`config.mk`:
```
export PLATFORM = sky130hd
export DESIGN_NAME = ea_entry_chain_parser
export DESIGN_NICKNAME = d
export VERILOG_FILES = /design/src/rtl/ecp_pkg.sv /design/src/rtl/ecp_front.sv /design/src/rtl/ecp_queue.sv /design/src/rtl/ecp_back.sv /design/src/rtl/ea_entry_chain_parser.sv
export SDC_FILE = /design/constraint.sdc
export NUM_CORES = 1
export LEC_CHECK = 0
export BUFFER_PORTS_ARGS = -buffer_cell sky130_fd_sc_hd__buf_2
export CAP_MARGIN = 0
export CORE_MARGIN = 2
export CORE_UTILIZATION = 45
export DETAILED_ROUTE_END_ITERATION = 10
export GPL_TIMING_DRIVEN = 1
export PLACE_DENSITY = 0.69
export SLEW_MARGIN = 30
export SYNTH_ARGS = -nofsm -noshare
export SYNTH_HDL_FRONTEND = slang
export SYNTH_HIERARCHICAL = 1
export SYNTH_SLANG_ARGS = --single-unit
```
`constraint.sdc`:
```
create_clock -name i_clk -period 15 [get_ports i_clk]
set_clock_uncertainty 0.05 [all_clocks]
set_input_delay 3 -clock i_clk [delete_from_list [all_inputs] [get_ports i_clk]]
set_output_delay 3 -clock i_clk [all_outputs]
set_load 0.02 [all_outputs]
```
`src/rtl/ecp_pkg.sv`:
```
package ecp_pkg;

    localparam int MAX_BUFFER  = 65536;
    localparam int MAX_ENTRIES = 8191;
    localparam int HDR_BYTES   = 8;

    localparam int LEN_W = 17;
    localparam int IDX_W = 13;
    localparam int REM_W = 16;

    localparam int S_TDATA_W = 32;
    localparam int M_TDATA_W = 104;
    localparam int M_TUSER_W = 3;

    localparam logic [2:0] ROLE_HDR    = 3'd0;
    localparam logic [2:0] ROLE_FINAL  = 3'd1;
    localparam logic [2:0] ROLE_NAME   = 3'd2;
    localparam logic [2:0] ROLE_NUL    = 3'd3;
    localparam logic [2:0] ROLE_VALUE  = 3'd4;
    localparam logic [2:0] ROLE_OTHER  = 3'd5;

    localparam logic [1:0] ST_OK        = 2'd0;
    localparam logic [1:0] ST_NAME_PAST = 2'd1;
    localparam logic [1:0] ST_SHORT     = 2'd2;

    // One classified byte, handed from the front to the back.
    typedef struct packed {
        logic [2:0]       role;
        logic [7:0]       data;
        logic [IDX_W-1:0] idx;
        logic [63:0]      hdr;
        logic             kept;
        logic [IDX_W-1:0] count;
        logic [1:0]       status;
        logic             last;
    } t_rec;

endpackage

```
`src/rtl/ecp_front.sv`:
```
module ecp_front
    import ecp_pkg::*;
(
    input  logic             i_clk,
    input  logic             i_rst_n,
    input  logic             i_accept,
    input  logic [7:0]       i_byte,
    input  logic [LEN_W-1:0] i_blen,
    input  logic             i_last,
    output t_rec             o_rec
);

    typedef enum logic [2:0] {
        PH_HDR,
        PH_NAME,
        PH_TERM,
        PH_VALUE,
        PH_GAP
    } t_phase;

    t_phase           r_phase, n_phase, w_ph;
    logic [LEN_W-1:0] r_position, n_position;
    logic [LEN_W-1:0] r_entry_start, n_entry_start;
    logic [LEN_W-1:0] r_len, n_len;
    logic [55:0]      r_shift, n_shift;
    logic [63:0]      r_hdr, n_hdr;
    logic [REM_W-1:0] r_rem, n_rem;
    logic             r_nul, n_nul;
    logic             r_walk_done, n_walk_done;
    logic             r_value_ok, n_value_ok;
    logic             r_stop, n_stop;
    logic [IDX_W-1:0] r_count, n_count;
    logic [IDX_W-1:0] r_ent_idx, n_ent_idx;

    logic             w_wd;
    logic [2:0]       w_k;
    logic [63:0]      w_h;
    logic [31:0]      w_nxo;
    logic [7:0]       w_nl;
    logic [15:0]      w_vl;
    logic [LEN_W:0]   w_name_end;
    logic [LEN_W:0]   w_val_end;
    logic [LEN_W-1:0] w_span;
    logic             w_short;
    logic [32:0]      w_nstart;
    logic [LEN_W-1:0] w_nclamp;
    logic             w_nul_now;
    logic [REM_W-1:0] w_rem_dec;

    always_comb begin
        n_len = r_len;
        if (r_position == '0) begin
            n_len = (i_blen > LEN_W'(MAX_BUFFER)) ? LEN_W'(MAX_BUFFER) : i_blen;
        end

        n_position    = r_position;
        n_entry_start = r_entry_start;
        n_shift       = r_shift;
        n_hdr         = r_hdr;
        n_rem         = r_rem;
        n_nul         = r_nul;
        n_value_ok    = r_value_ok;
        n_stop        = r_stop;
        n_count       = r_count;
        n_ent_idx     = r_ent_idx;

        w_wd = r_walk_done || (r_position >= n_len);
        w_ph = r_phase;
        if (!w_wd && w_ph == PH_GAP && r_position == r_entry_start) begin
            w_ph    = PH_HDR;
            n_shift = '0;
        end
        if (!w_wd && w_ph == PH_HDR &&
            ({1'b0, r_entry_start} + (LEN_W+1)'(HDR_BYTES) > {1'b0, n_len})) begin
            w_wd = 1'b1;
        end
        n_phase     = w_ph;
        n_walk_done = w_wd;

        w_k        = r_position[2:0] - r_entry_start[2:0];
        w_h        = {i_byte, n_shift};
        w_nxo      = w_h[31:0];
        w_nl       = w_h[47:40];
        w_vl       = w_h[63:48];
        w_name_end = {1'b0, r_entry_start} + (LEN_W+1)'(HDR_BYTES) + (LEN_W+1)'(w_nl);
        w_val_end  = {1'b0, r_entry_start} + (LEN_W+1)'(HDR_BYTES + 1)
                     + (LEN_W+1)'(w_nl) + (LEN_W+1)'(w_vl);
        w_span     = LEN_W'(HDR_BYTES + 1) + LEN_W'(w_nl) + LEN_W'(w_vl);
        w_short    = (w_nxo != '0) && (w_nxo < 32'(w_span));
        w_nstart   = 33'(r_entry_start) + 33'(w_nxo);
        w_nclamp   = (w_nstart > 33'(n_len)) ? n_len : w_nstart[LEN_W-1:0];
        w_nul_now  = r_nul || (i_byte == 8'd0);
        w_rem_dec  = (r_rem != '0) ? r_rem - REM_W'(1) : r_rem;

        o_rec        = '0;
        o_rec.role   = ROLE_OTHER;
        o_rec.data   = i_byte;
        o_rec.idx    = (w_wd || w_ph == PH_HDR) ? r_count : r_ent_idx;
        o_rec.status = ST_OK;
        o_rec.last   = i_last;

        if (!w_wd) begin
            unique case (w_ph)
                PH_HDR: begin
                    if (w_k != 3'd7) begin
                        n_shift    = n_shift | (56'(i_byte) << {w_k, 3'b000});
                        o_rec.role = ROLE_HDR;
                    end else begin
                        n_hdr      = w_h;
                        n_shift    = '0;
                        o_rec.hdr  = w_h;
                        o_rec.role = ROLE_FINAL;
                        n_ent_idx  = r_count;
                        o_rec.idx  = r_count;
                        if (w_name_end > {1'b0, n_len}) begin
                            o_rec.status = ST_NAME_PAST;
                            n_walk_done  = 1'b1;
                        end else begin
                            if (r_count != IDX_W'(MAX_ENTRIES)) begin
                                n_count = r_count + IDX_W'(1);
                            end
                            n_value_ok    = (w_val_end <= {1'b0, n_len});
                            o_rec.kept    = n_value_ok;
                            o_rec.status  = w_short ? ST_SHORT : ST_OK;
                            n_stop        = (w_nxo == '0) || w_short;
                            n_entry_start = w_nclamp;
                            n_nul         = 1'b0;
                            n_rem         = REM_W'(w_nl);
                            n_phase       = (w_nl != '0) ? PH_NAME : PH_TERM;
                        end
                    end
                end
                PH_NAME: begin
                    n_nul      = w_nul_now;
                    o_rec.role = w_nul_now ? ROLE_NUL : ROLE_NAME;
                    o_rec.kept = r_value_ok;
                    n_rem      = w_rem_dec;
                    if (w_rem_dec == '0) begin
                        n_phase = PH_TERM;
                    end
                end
                PH_TERM: begin
                    o_rec.role = ROLE_NUL;
                    o_rec.kept = r_value_ok;
                    n_rem      = r_hdr[63:48];
                    if (r_hdr[63:48] != '0) begin
                        n_phase = PH_VALUE;
                    end else if (r_stop) begin
                        n_walk_done = 1'b1;
                    end else begin
                        n_phase = PH_GAP;
                    end
                end
                PH_VALUE: begin
                    o_rec.role = r_value_ok ? ROLE_VALUE : ROLE_OTHER;
                    o_rec.kept = r_value_ok;
                    n_rem      = w_rem_dec;
                    if (w_rem_dec == '0) begin
                        if (r_stop) begin
                            n_walk_done = 1'b1;
                        end else begin
                            n_phase = PH_GAP;
                        end
                    end
                end
                default: begin
                    o_rec.role = ROLE_OTHER;
                end
            endcase
        end

        o_rec.count = n_count;

        if (r_position != LEN_W'(MAX_BUFFER)) begin
            n_position = r_position + LEN_W'(1);
        end
    end

    // A byte with last set returns the walk to its start for the next buffer.
    always_ff @(posedge i_clk) begin
        if (!i_rst_n || (i_accept && i_last)) begin
            r_phase       <= PH_HDR;
            r_position    <= '0;
            r_entry_start <= '0;
            r_len         <= '0;
            r_shift       <= '0;
            r_hdr         <= '0;
            r_rem         <= '0;
            r_nul         <= 1'b0;
            r_walk_done   <= 1'b0;
            r_value_ok    <= 1'b0;
            r_stop        <= 1'b0;
            r_count       <= '0;
            r_ent_idx     <= '0;
        end else if (i_accept) begin
            r_phase       <= n_phase;
            r_position    <= n_position;
            r_entry_start <= n_entry_start;
            r_len         <= n_len;
            r_shift       <= n_shift;
            r_hdr         <= n_hdr;
            r_rem         <= n_rem;
            r_nul         <= n_nul;
            r_walk_done   <= n_walk_done;
            r_value_ok    <= n_value_ok;
            r_stop        <= n_stop;
            r_count       <= n_count;
            r_ent_idx     <= n_ent_idx;
        end
    end

endmodule

```
`src/rtl/ecp_queue.sv`:
```
module ecp_queue
    import ecp_pkg::*;
(
    input  logic i_clk,
    input  logic i_rst_n,
    input  logic i_push,
    input  t_rec i_rec,
    output logic o_full,
    input  logic i_pop,
    output logic o_empty,
    output t_rec o_rec
);

    t_rec       r_mem [2];
    logic       r_wr_ptr, n_wr_ptr;
    logic       r_rd_ptr, n_rd_ptr;
    logic [1:0] r_level, n_level;

    assign o_full  = (r_level == 2'd2);
    assign o_empty = (r_level == 2'd0);
    assign o_rec   = r_mem[r_rd_ptr];

    always_comb begin
        n_wr_ptr = r_wr_ptr ^ i_push;
        n_rd_ptr = r_rd_ptr ^ i_pop;
        n_level  = r_level + 2'(i_push) - 2'(i_pop);
    end

    always_ff @(posedge i_clk) begin
        if (i_push) begin
            r_mem[r_wr_ptr] <= i_rec;
        end
    end

    always_ff @(posedge i_clk) begin
        if (!i_rst_n) begin
            r_wr_ptr <= 1'b0;
            r_rd_ptr <= 1'b0;
            r_level  <= 2'd0;
        end else begin
            r_wr_ptr <= n_wr_ptr;
            r_rd_ptr <= n_rd_ptr;
            r_level  <= n_level;
        end
    end

endmodule

```
`src/rtl/ecp_back.sv`:
```
module ecp_back
    import ecp_pkg::*;
(
    input  logic                 i_clk,
    input  logic                 i_rst_n,
    input  logic                 i_cfg_we,
    input  logic [7:0]           i_cfg_wdata,
    input  t_rec                 i_rec,
    input  logic                 i_empty,
    output logic                 o_pop,
    output logic                 m_tvalid,
    input  logic                 m_tready,
    output logic [M_TDATA_W-1:0] m_tdata,
    output logic [M_TUSER_W-1:0] m_tuser,
    output logic                 m_tlast
);

    logic [7:0]           r_mask;
    logic                 r_valid;
    logic [M_TDATA_W-1:0] r_tdata, n_tdata;
    logic [M_TUSER_W-1:0] r_tuser;
    logic                 r_tlast;
    logic                 w_final;
    logic                 w_need;

    assign o_pop    = !i_empty && (!r_valid || m_tready);
    assign m_tvalid = r_valid;
    assign m_tdata  = r_tdata;
    assign m_tuser  = r_tuser;
    assign m_tlast  = r_tlast;

    always_comb begin
        w_final = (i_rec.role == ROLE_FINAL);
        w_need  = w_final && ((i_rec.hdr[39:32] & r_mask) != 8'd0);
        n_tdata = '0;
        n_tdata[7:0]    = i_rec.data;
        n_tdata[20:8]   = i_rec.idx;
        n_tdata[86]     = i_rec.kept;
        n_tdata[99:87]  = i_rec.count;
        n_tdata[101:100] = i_rec.status;
        if (w_final) begin
            n_tdata[52:21] = i_rec.hdr[31:0];
            n_tdata[60:53] = i_rec.hdr[39:32];
            n_tdata[61]    = w_need;
            n_tdata[69:62] = i_rec.hdr[47:40];
            n_tdata[85:70] = i_rec.hdr[63:48];
        end
    end

    always_ff @(posedge i_clk) begin
        if (!i_rst_n) begin
            r_mask  <= 8'd128;
            r_valid <= 1'b0;
            r_tdata <= '0;
            r_tuser <= '0;
            r_tlast <= 1'b0;
        end else begin
            if (i_cfg_we) begin
                r_mask <= i_cfg_wdata;
            end
            if (o_pop) begin
                r_valid <= 1'b1;
                r_tdata <= n_tdata;
                r_tuser <= i_rec.role;
                r_tlast <= i_rec.last;
            end else if (m_tready) begin
                r_valid <= 1'b0;
            end
        end
    end

endmodule

```
`src/rtl/ea_entry_chain_parser.sv`:
```
// Walks a chain of extended-attribute entries, one buffer byte per request.
// The slave channel takes one byte with its buffer length; s_tlast marks the
// final byte of a buffer and clears the walk so the next byte opens a new one.
// Every accepted byte yields exactly one request on the master channel, in
// order, carrying the byte's role in m_tuser and the decoded header, indexes,
// counts and status in m_tdata.
// The front decodes a byte in the cycle it is accepted and writes the result
// into a two-entry queue; the back moves it into the output register.
// One byte is taken every cycle while the receiver keeps up. When m_tready is
// low the output register holds, the queue fills and s_tready drops once both
// queue entries are occupied; no request is lost.
// The user must write the need-flag mask through i_cfg_we and i_cfg_wdata only
// while the block is idle; the block does not enforce this. Reset sets the mask
// to 128, empties the queue and the output register, and starts a new buffer.
module ea_entry_chain_parser
    import ecp_pkg::*;
(
    input  logic                 i_clk,
    input  logic                 i_rst_n,
    input  logic                 i_cfg_we,
    input  logic [7:0]           i_cfg_wdata,
    input  logic                 s_tvalid,
    output logic                 s_tready,
    input  logic [S_TDATA_W-1:0] s_tdata,  // data_byte[7:0], buffer_length[24:8]
    input  logic                 s_tlast,
    output logic                 m_tvalid,
    input  logic                 m_tready,
    // byte_out[7:0], entry_index[20:8], next_offset[52:21], entry_flags[60:53],
    // need_ea[61], name_length[69:62], value_length[85:70], value_kept[86],
    // entry_count[99:87], status[101:100]
    output logic [M_TDATA_W-1:0] m_tdata,
    output logic [M_TUSER_W-1:0] m_tuser,  // role[2:0]
    output logic                 m_tlast
);

    t_rec w_front_rec;
    t_rec w_queue_rec;
    logic w_full;
    logic w_empty;
    logic w_pop;
    logic w_accept;

    assign s_tready = !w_full;
    assign w_accept = s_tvalid && !w_full;

    ecp_front u_front (
        .i_clk    (i_clk),
        .i_rst_n  (i_rst_n),
        .i_accept (w_accept),
        .i_byte   (s_tdata[7:0]),
        .i_blen   (s_tdata[24:8]),
        .i_last   (s_tlast),
        .o_rec    (w_front_rec)
    );

    ecp_queue u_queue (
        .i_clk   (i_clk),
        .i_rst_n (i_rst_n),
        .i_push  (w_accept),
        .i_rec   (w_front_rec),
        .o_full  (w_full),
        .i_pop   (w_pop),
        .o_empty (w_empty),
        .o_rec   (w_queue_rec)
    );

    ecp_back u_back (
        .i_clk       (i_clk),
        .i_rst_n     (i_rst_n),
        .i_cfg_we    (i_cfg_we),
        .i_cfg_wdata (i_cfg_wdata),
        .i_rec       (w_queue_rec),
        .i_empty     (w_empty),
        .o_pop       (w_pop),
        .m_tvalid    (m_tvalid),
        .m_tready    (m_tready),
        .m_tdata     (m_tdata),
        .m_tuser     (m_tuser),
        .m_tlast     (m_tlast)
    );

endmodule

```
==> reports/results.md <==
- status: finished, final reports clean
- number of nets still failing antenna checks after routing: 0
- number of antenna violations at the first check in global routing: 2
- crit start category: input port
- maximum root-to-sink buffer count: 3
- vias per inst: 5.96
- Final Wtd Congestion: 0.942
- full die area: 65700 sq um
- Resize count post-CTS: 0
- largest net degree at the start of global routing: 107
- period utilisation layout: 84.5%
- ANT cells: 0
- data arrival time of the critical path: 12.97 ns
- Fin Hold WS: 0.404 ns
- via count: 22600
- total negative slack: 0 ns
- setup fix buffers added after clock tree synthesis: 0
- Net Sw Frac: 32.9%
- Min-Delay Path Depth: 2
- Cell Pwr Density: 130 nW/um^2
- leading area contributor after synthesis: edfxtp_1
- ys async rst share: 0%
- multiplexer share of the synthesized area: 6.66%
- Hold Vio Cnt, Final: 0
- crit path kind: input port to flop
- Critical Path Fanout Max: 39
- FF+latch count, synth: 502
- Setup-failing EPs final: 0
- clock root buffer: clkbuf_16
- Synth warnings: 6
- worst-margin pin slew: 1.02 ns
- maximum vdd drop: 0.0824 mV
- clock insertion delay at the later pin of the skew report: 0.62 ns
- fraction of the mapped netlist area in adder cells: 9.22%
- Worst EP required: 15.30 ns
- kind of end point of the critical path: flop
- CORE AREA: 63000 sq um
- area growth from synthesis to layout: 9.34%
- total congestion overflow: 0
- max-cap viol count: 0
- number of DRC violations after detailed routing: 0
- total CTS buffers: 53
- Port Buffers: 146
- Synth Flop Type: dfxtp_1
- Max-slew headroom: 32.2%
- Cell Area, Placed: 29600 sq um
- Num Clock Sinks: 502
- violation count after the first detailed-route iteration: 2351
- critical hold path startpoint: u_front/r_ent_idx[6]$_SDFFE_PP0P_
- Compound-Gate Fraction of Synth Area: 14.7%
- cell seen most often among critical-path stages: nand4_1
- number of top-level design ports: 156
- total non-filler cell area in the finished layout: 31300 sq um
- total of fill cells in the finished design: 5700
- count of non-filler cells in the finished layout: 3795
- worst-case register-to-register setup slack: 4.08 ns
- Reg2Reg Capture Point: u_queue/r_mem[0][10]$_DFFE_PP_
- Internal Power: 2.72 mW
- hold buffers post-CTS: 0
- mean post-synth cell area: 9.98 sq um
- launching point of the worst reg2reg path: u_front/r_position[0]$_SDFFE_PP0P_
- final WL: 78900 um
- cell area after synthesis: 28600 sq um
- overall track demand over capacity in global routing: 23.3%
- worst min-delay path endpoint: u_front/r_ent_idx[6]$_SDFFE_PP0P_
- largest family of logic cells by synthesized area: simple AND/OR/NAND/NOR gates
- worst stage delay on the critical path: 0.85 ns
- class of the worst hold path: flop to flop
- clock share of power: 31.8%
- number of max-slew violations in the final report: 0
- # rows: 92
- unrepaired setup endpoints after global routing: no
- share of synthesized cell area in and, or, nand and nor gates: 17.3%
- Die W: 256 um
- xor-xnor portion of the synthesized cell area: 3.78%
- Final Critical Period: 12.67 ns
- reported leakage power: 12.7 nW
- logic gate share of total power: 27.0%
- dpl cells: 3695
- EDFF count, synth: 210
- number of nets in the layout: 3152
- worst r2r path cells: 37
- slowest stage cell on the critical path: nand4_1
- wire length per cell after detailed routing: 20.8 um
- share of synthesized area occupied by flip-flops and latches: 42.4%
- fraction of layout cells with a size suffix above 1: 17.7%
- synthesized instance count: 2868
- wire length of the first global-routing pass: 123000 um
- Unique masters post-synth: 100
- number of optimization iterations in the first detailed-route pass: 6
- max frequency: 0.0789 GHz
- CTS tree: built
- proportion of power drawn by flip-flops and latches: 41.2%
- Clock transition at path regs: 0.06 ns
- Synth top area share: 22.0%
- cell types with the largest area share after synthesis: edfxtp_1 (22%), dfxtp_1 (20%), ha_1 (8.3%)
- DPL Wire Length: 54100 um
- Layout Utilization: 49.7%
- Switching Power: 1.34 mW
- number of global-route vias before repair: 21800
- H-tree levels: 2
- height of the chip: 256 um
- starting density of the core: 45.5%
==> worst max-delay path, delay by kind of cell <==
kind / cells / cell delay [ns]
xor+xnor: 2 / 0.21
simple gates: 17 / 5.26
buf+inv: 4 / 0.69
fa+ha+maj: 4 / 1.28
compound gates: 10 / 2.53
==> per-layer routing <==
| layer | share of wire (%) | GRT usage (%) |
|---|---|---|
| met1 | 45 | 32.4 |
| met5 | 0 | 0 |
| met2 | 45 | 37.2 |
| met3 | 7.3 | 3.71 |
| met4 | 2.7 | 7.26 |
==> sequential cells by signal (all words and copies together), names as in the netlist, 16 cells and up, named ones only <==
signal and flops:
u_front/r_position 17, u_queue/r_mem 210, u_front/r_entry_start 17, u_front/r_shift 56
u_back/m_tdata 102, u_front/r_hdr 16, u_front/r_len 17, u_front/r_rem 16
==> how the worst max path moves through the flow <==
stage           startpoint                              end  slack [ns]  depth (start not counted)
6_report       s_tdata[23]   u_queue/r_mem[0][10]$_DFFE_PP_        2.33                         37
5_1_grt        s_tdata[23]   u_queue/r_mem[0][10]$_DFFE_PP_        1.66                         37
4_1_cts        s_tdata[23]   u_queue/r_mem[0][10]$_DFFE_PP_        2.53                         37
3_5_place_dp   s_tdata[23]   u_queue/r_mem[0][10]$_DFFE_PP_        1.89                         37
3_3_place_gp   s_tdata[23]  u_front/r_count[3]$_SDFFE_PP0P_        2.10                         31
2_1_floorplan  s_tdata[23]   u_queue/r_mem[0][16]$_DFFE_PP_        4.23                         35
==> cell families after synthesis <==
logic type,count (synthesis)
AND/OR/NAND/NOR,908
flip-flops,502
XOR/XNOR,121
adder cells (fa/ha/maj),204
buffers and inverters,309
other,1
AO/OA/AOI/OAI,667
multiplexers,156
==> layout make-up <==
cell class	instances	area [sq um]	area share (%)
Multi-Input combinational cell	2058	14900	47.6
Timing Repair Buffer	189	1070	3.41
Tap cell	846	1060	3.38
Inverter	100	385	1.23
Sequential cell	502	12200	38.8
Clock buffer	82	1520	4.84
Clock inverter	18	209	0.667
==> cells in the mapped netlist (all sizes together) (4+ instances only) <==
library cell and n:
dfxtp 292, ha 190, a2111oi 4, a21oi 254, nand3 115, nor2b 20, a31oi 14, and4b 4
o21a 7, a41o 4, clkbuf 115, xnor2 65, fa 12, buf 94, inv 100, a31o 4
o21ai 174, a22oi 52, or3 15, nand2 173, nor3 41, o22ai 7, and3 83, edfxtp 210
o311ai 9, or4 22, or2 4, o2bb2ai 6, nor3b 7, nand2b 24, and2 30, nor4 31
and4 9, mux2i 33, mux2 123, nor2 202, nand4 113, a21o 39, xor2 55, nor4b 6
o211ai 9, a221oi 5, o21bai 11, a211oi 35, o31ai 4
==> power groups by stage <==
stage	clock network, mW	registers, mW	logic [mW]
6_report	1.29	1.67	1.10
5_1_grt	1.37	1.69	1.18
4_1_cts	1.31	1.67	1.09
3_5_place_dp	0	1.70	1.08
3_3_place_gp	0	1.69	1.06
2_1_floorplan	0	1.73	0.862
==> per-stage QoR <==
stage               power (mW)  setup slack [ns]
global route              4.23              1.66
CTS                       4.08              2.53
floorplan                 2.59              4.23
finish                    4.06              2.33
global placement          2.76              2.10
detailed placement        2.79              1.89
==> cells in the final DEF, fill, tap and decap left out, drive strengths merged, types with 52 or more instances in the layout <==
cell,netlist,routed
ha,190,190
clkbuf,115,82
inv,100,101
nor2,202,202
nand4,113,113
and3,83,83
nand2,173,173
a22oi,52,52
o21ai,174,174
dfxtp,292,292
xnor2,65,65
edfxtp,210,210
xor2,55,55
buf,94,189
mux2,123,123
nand3,115,115
a21oi,254,254
(Power assumes the default switching activity.)
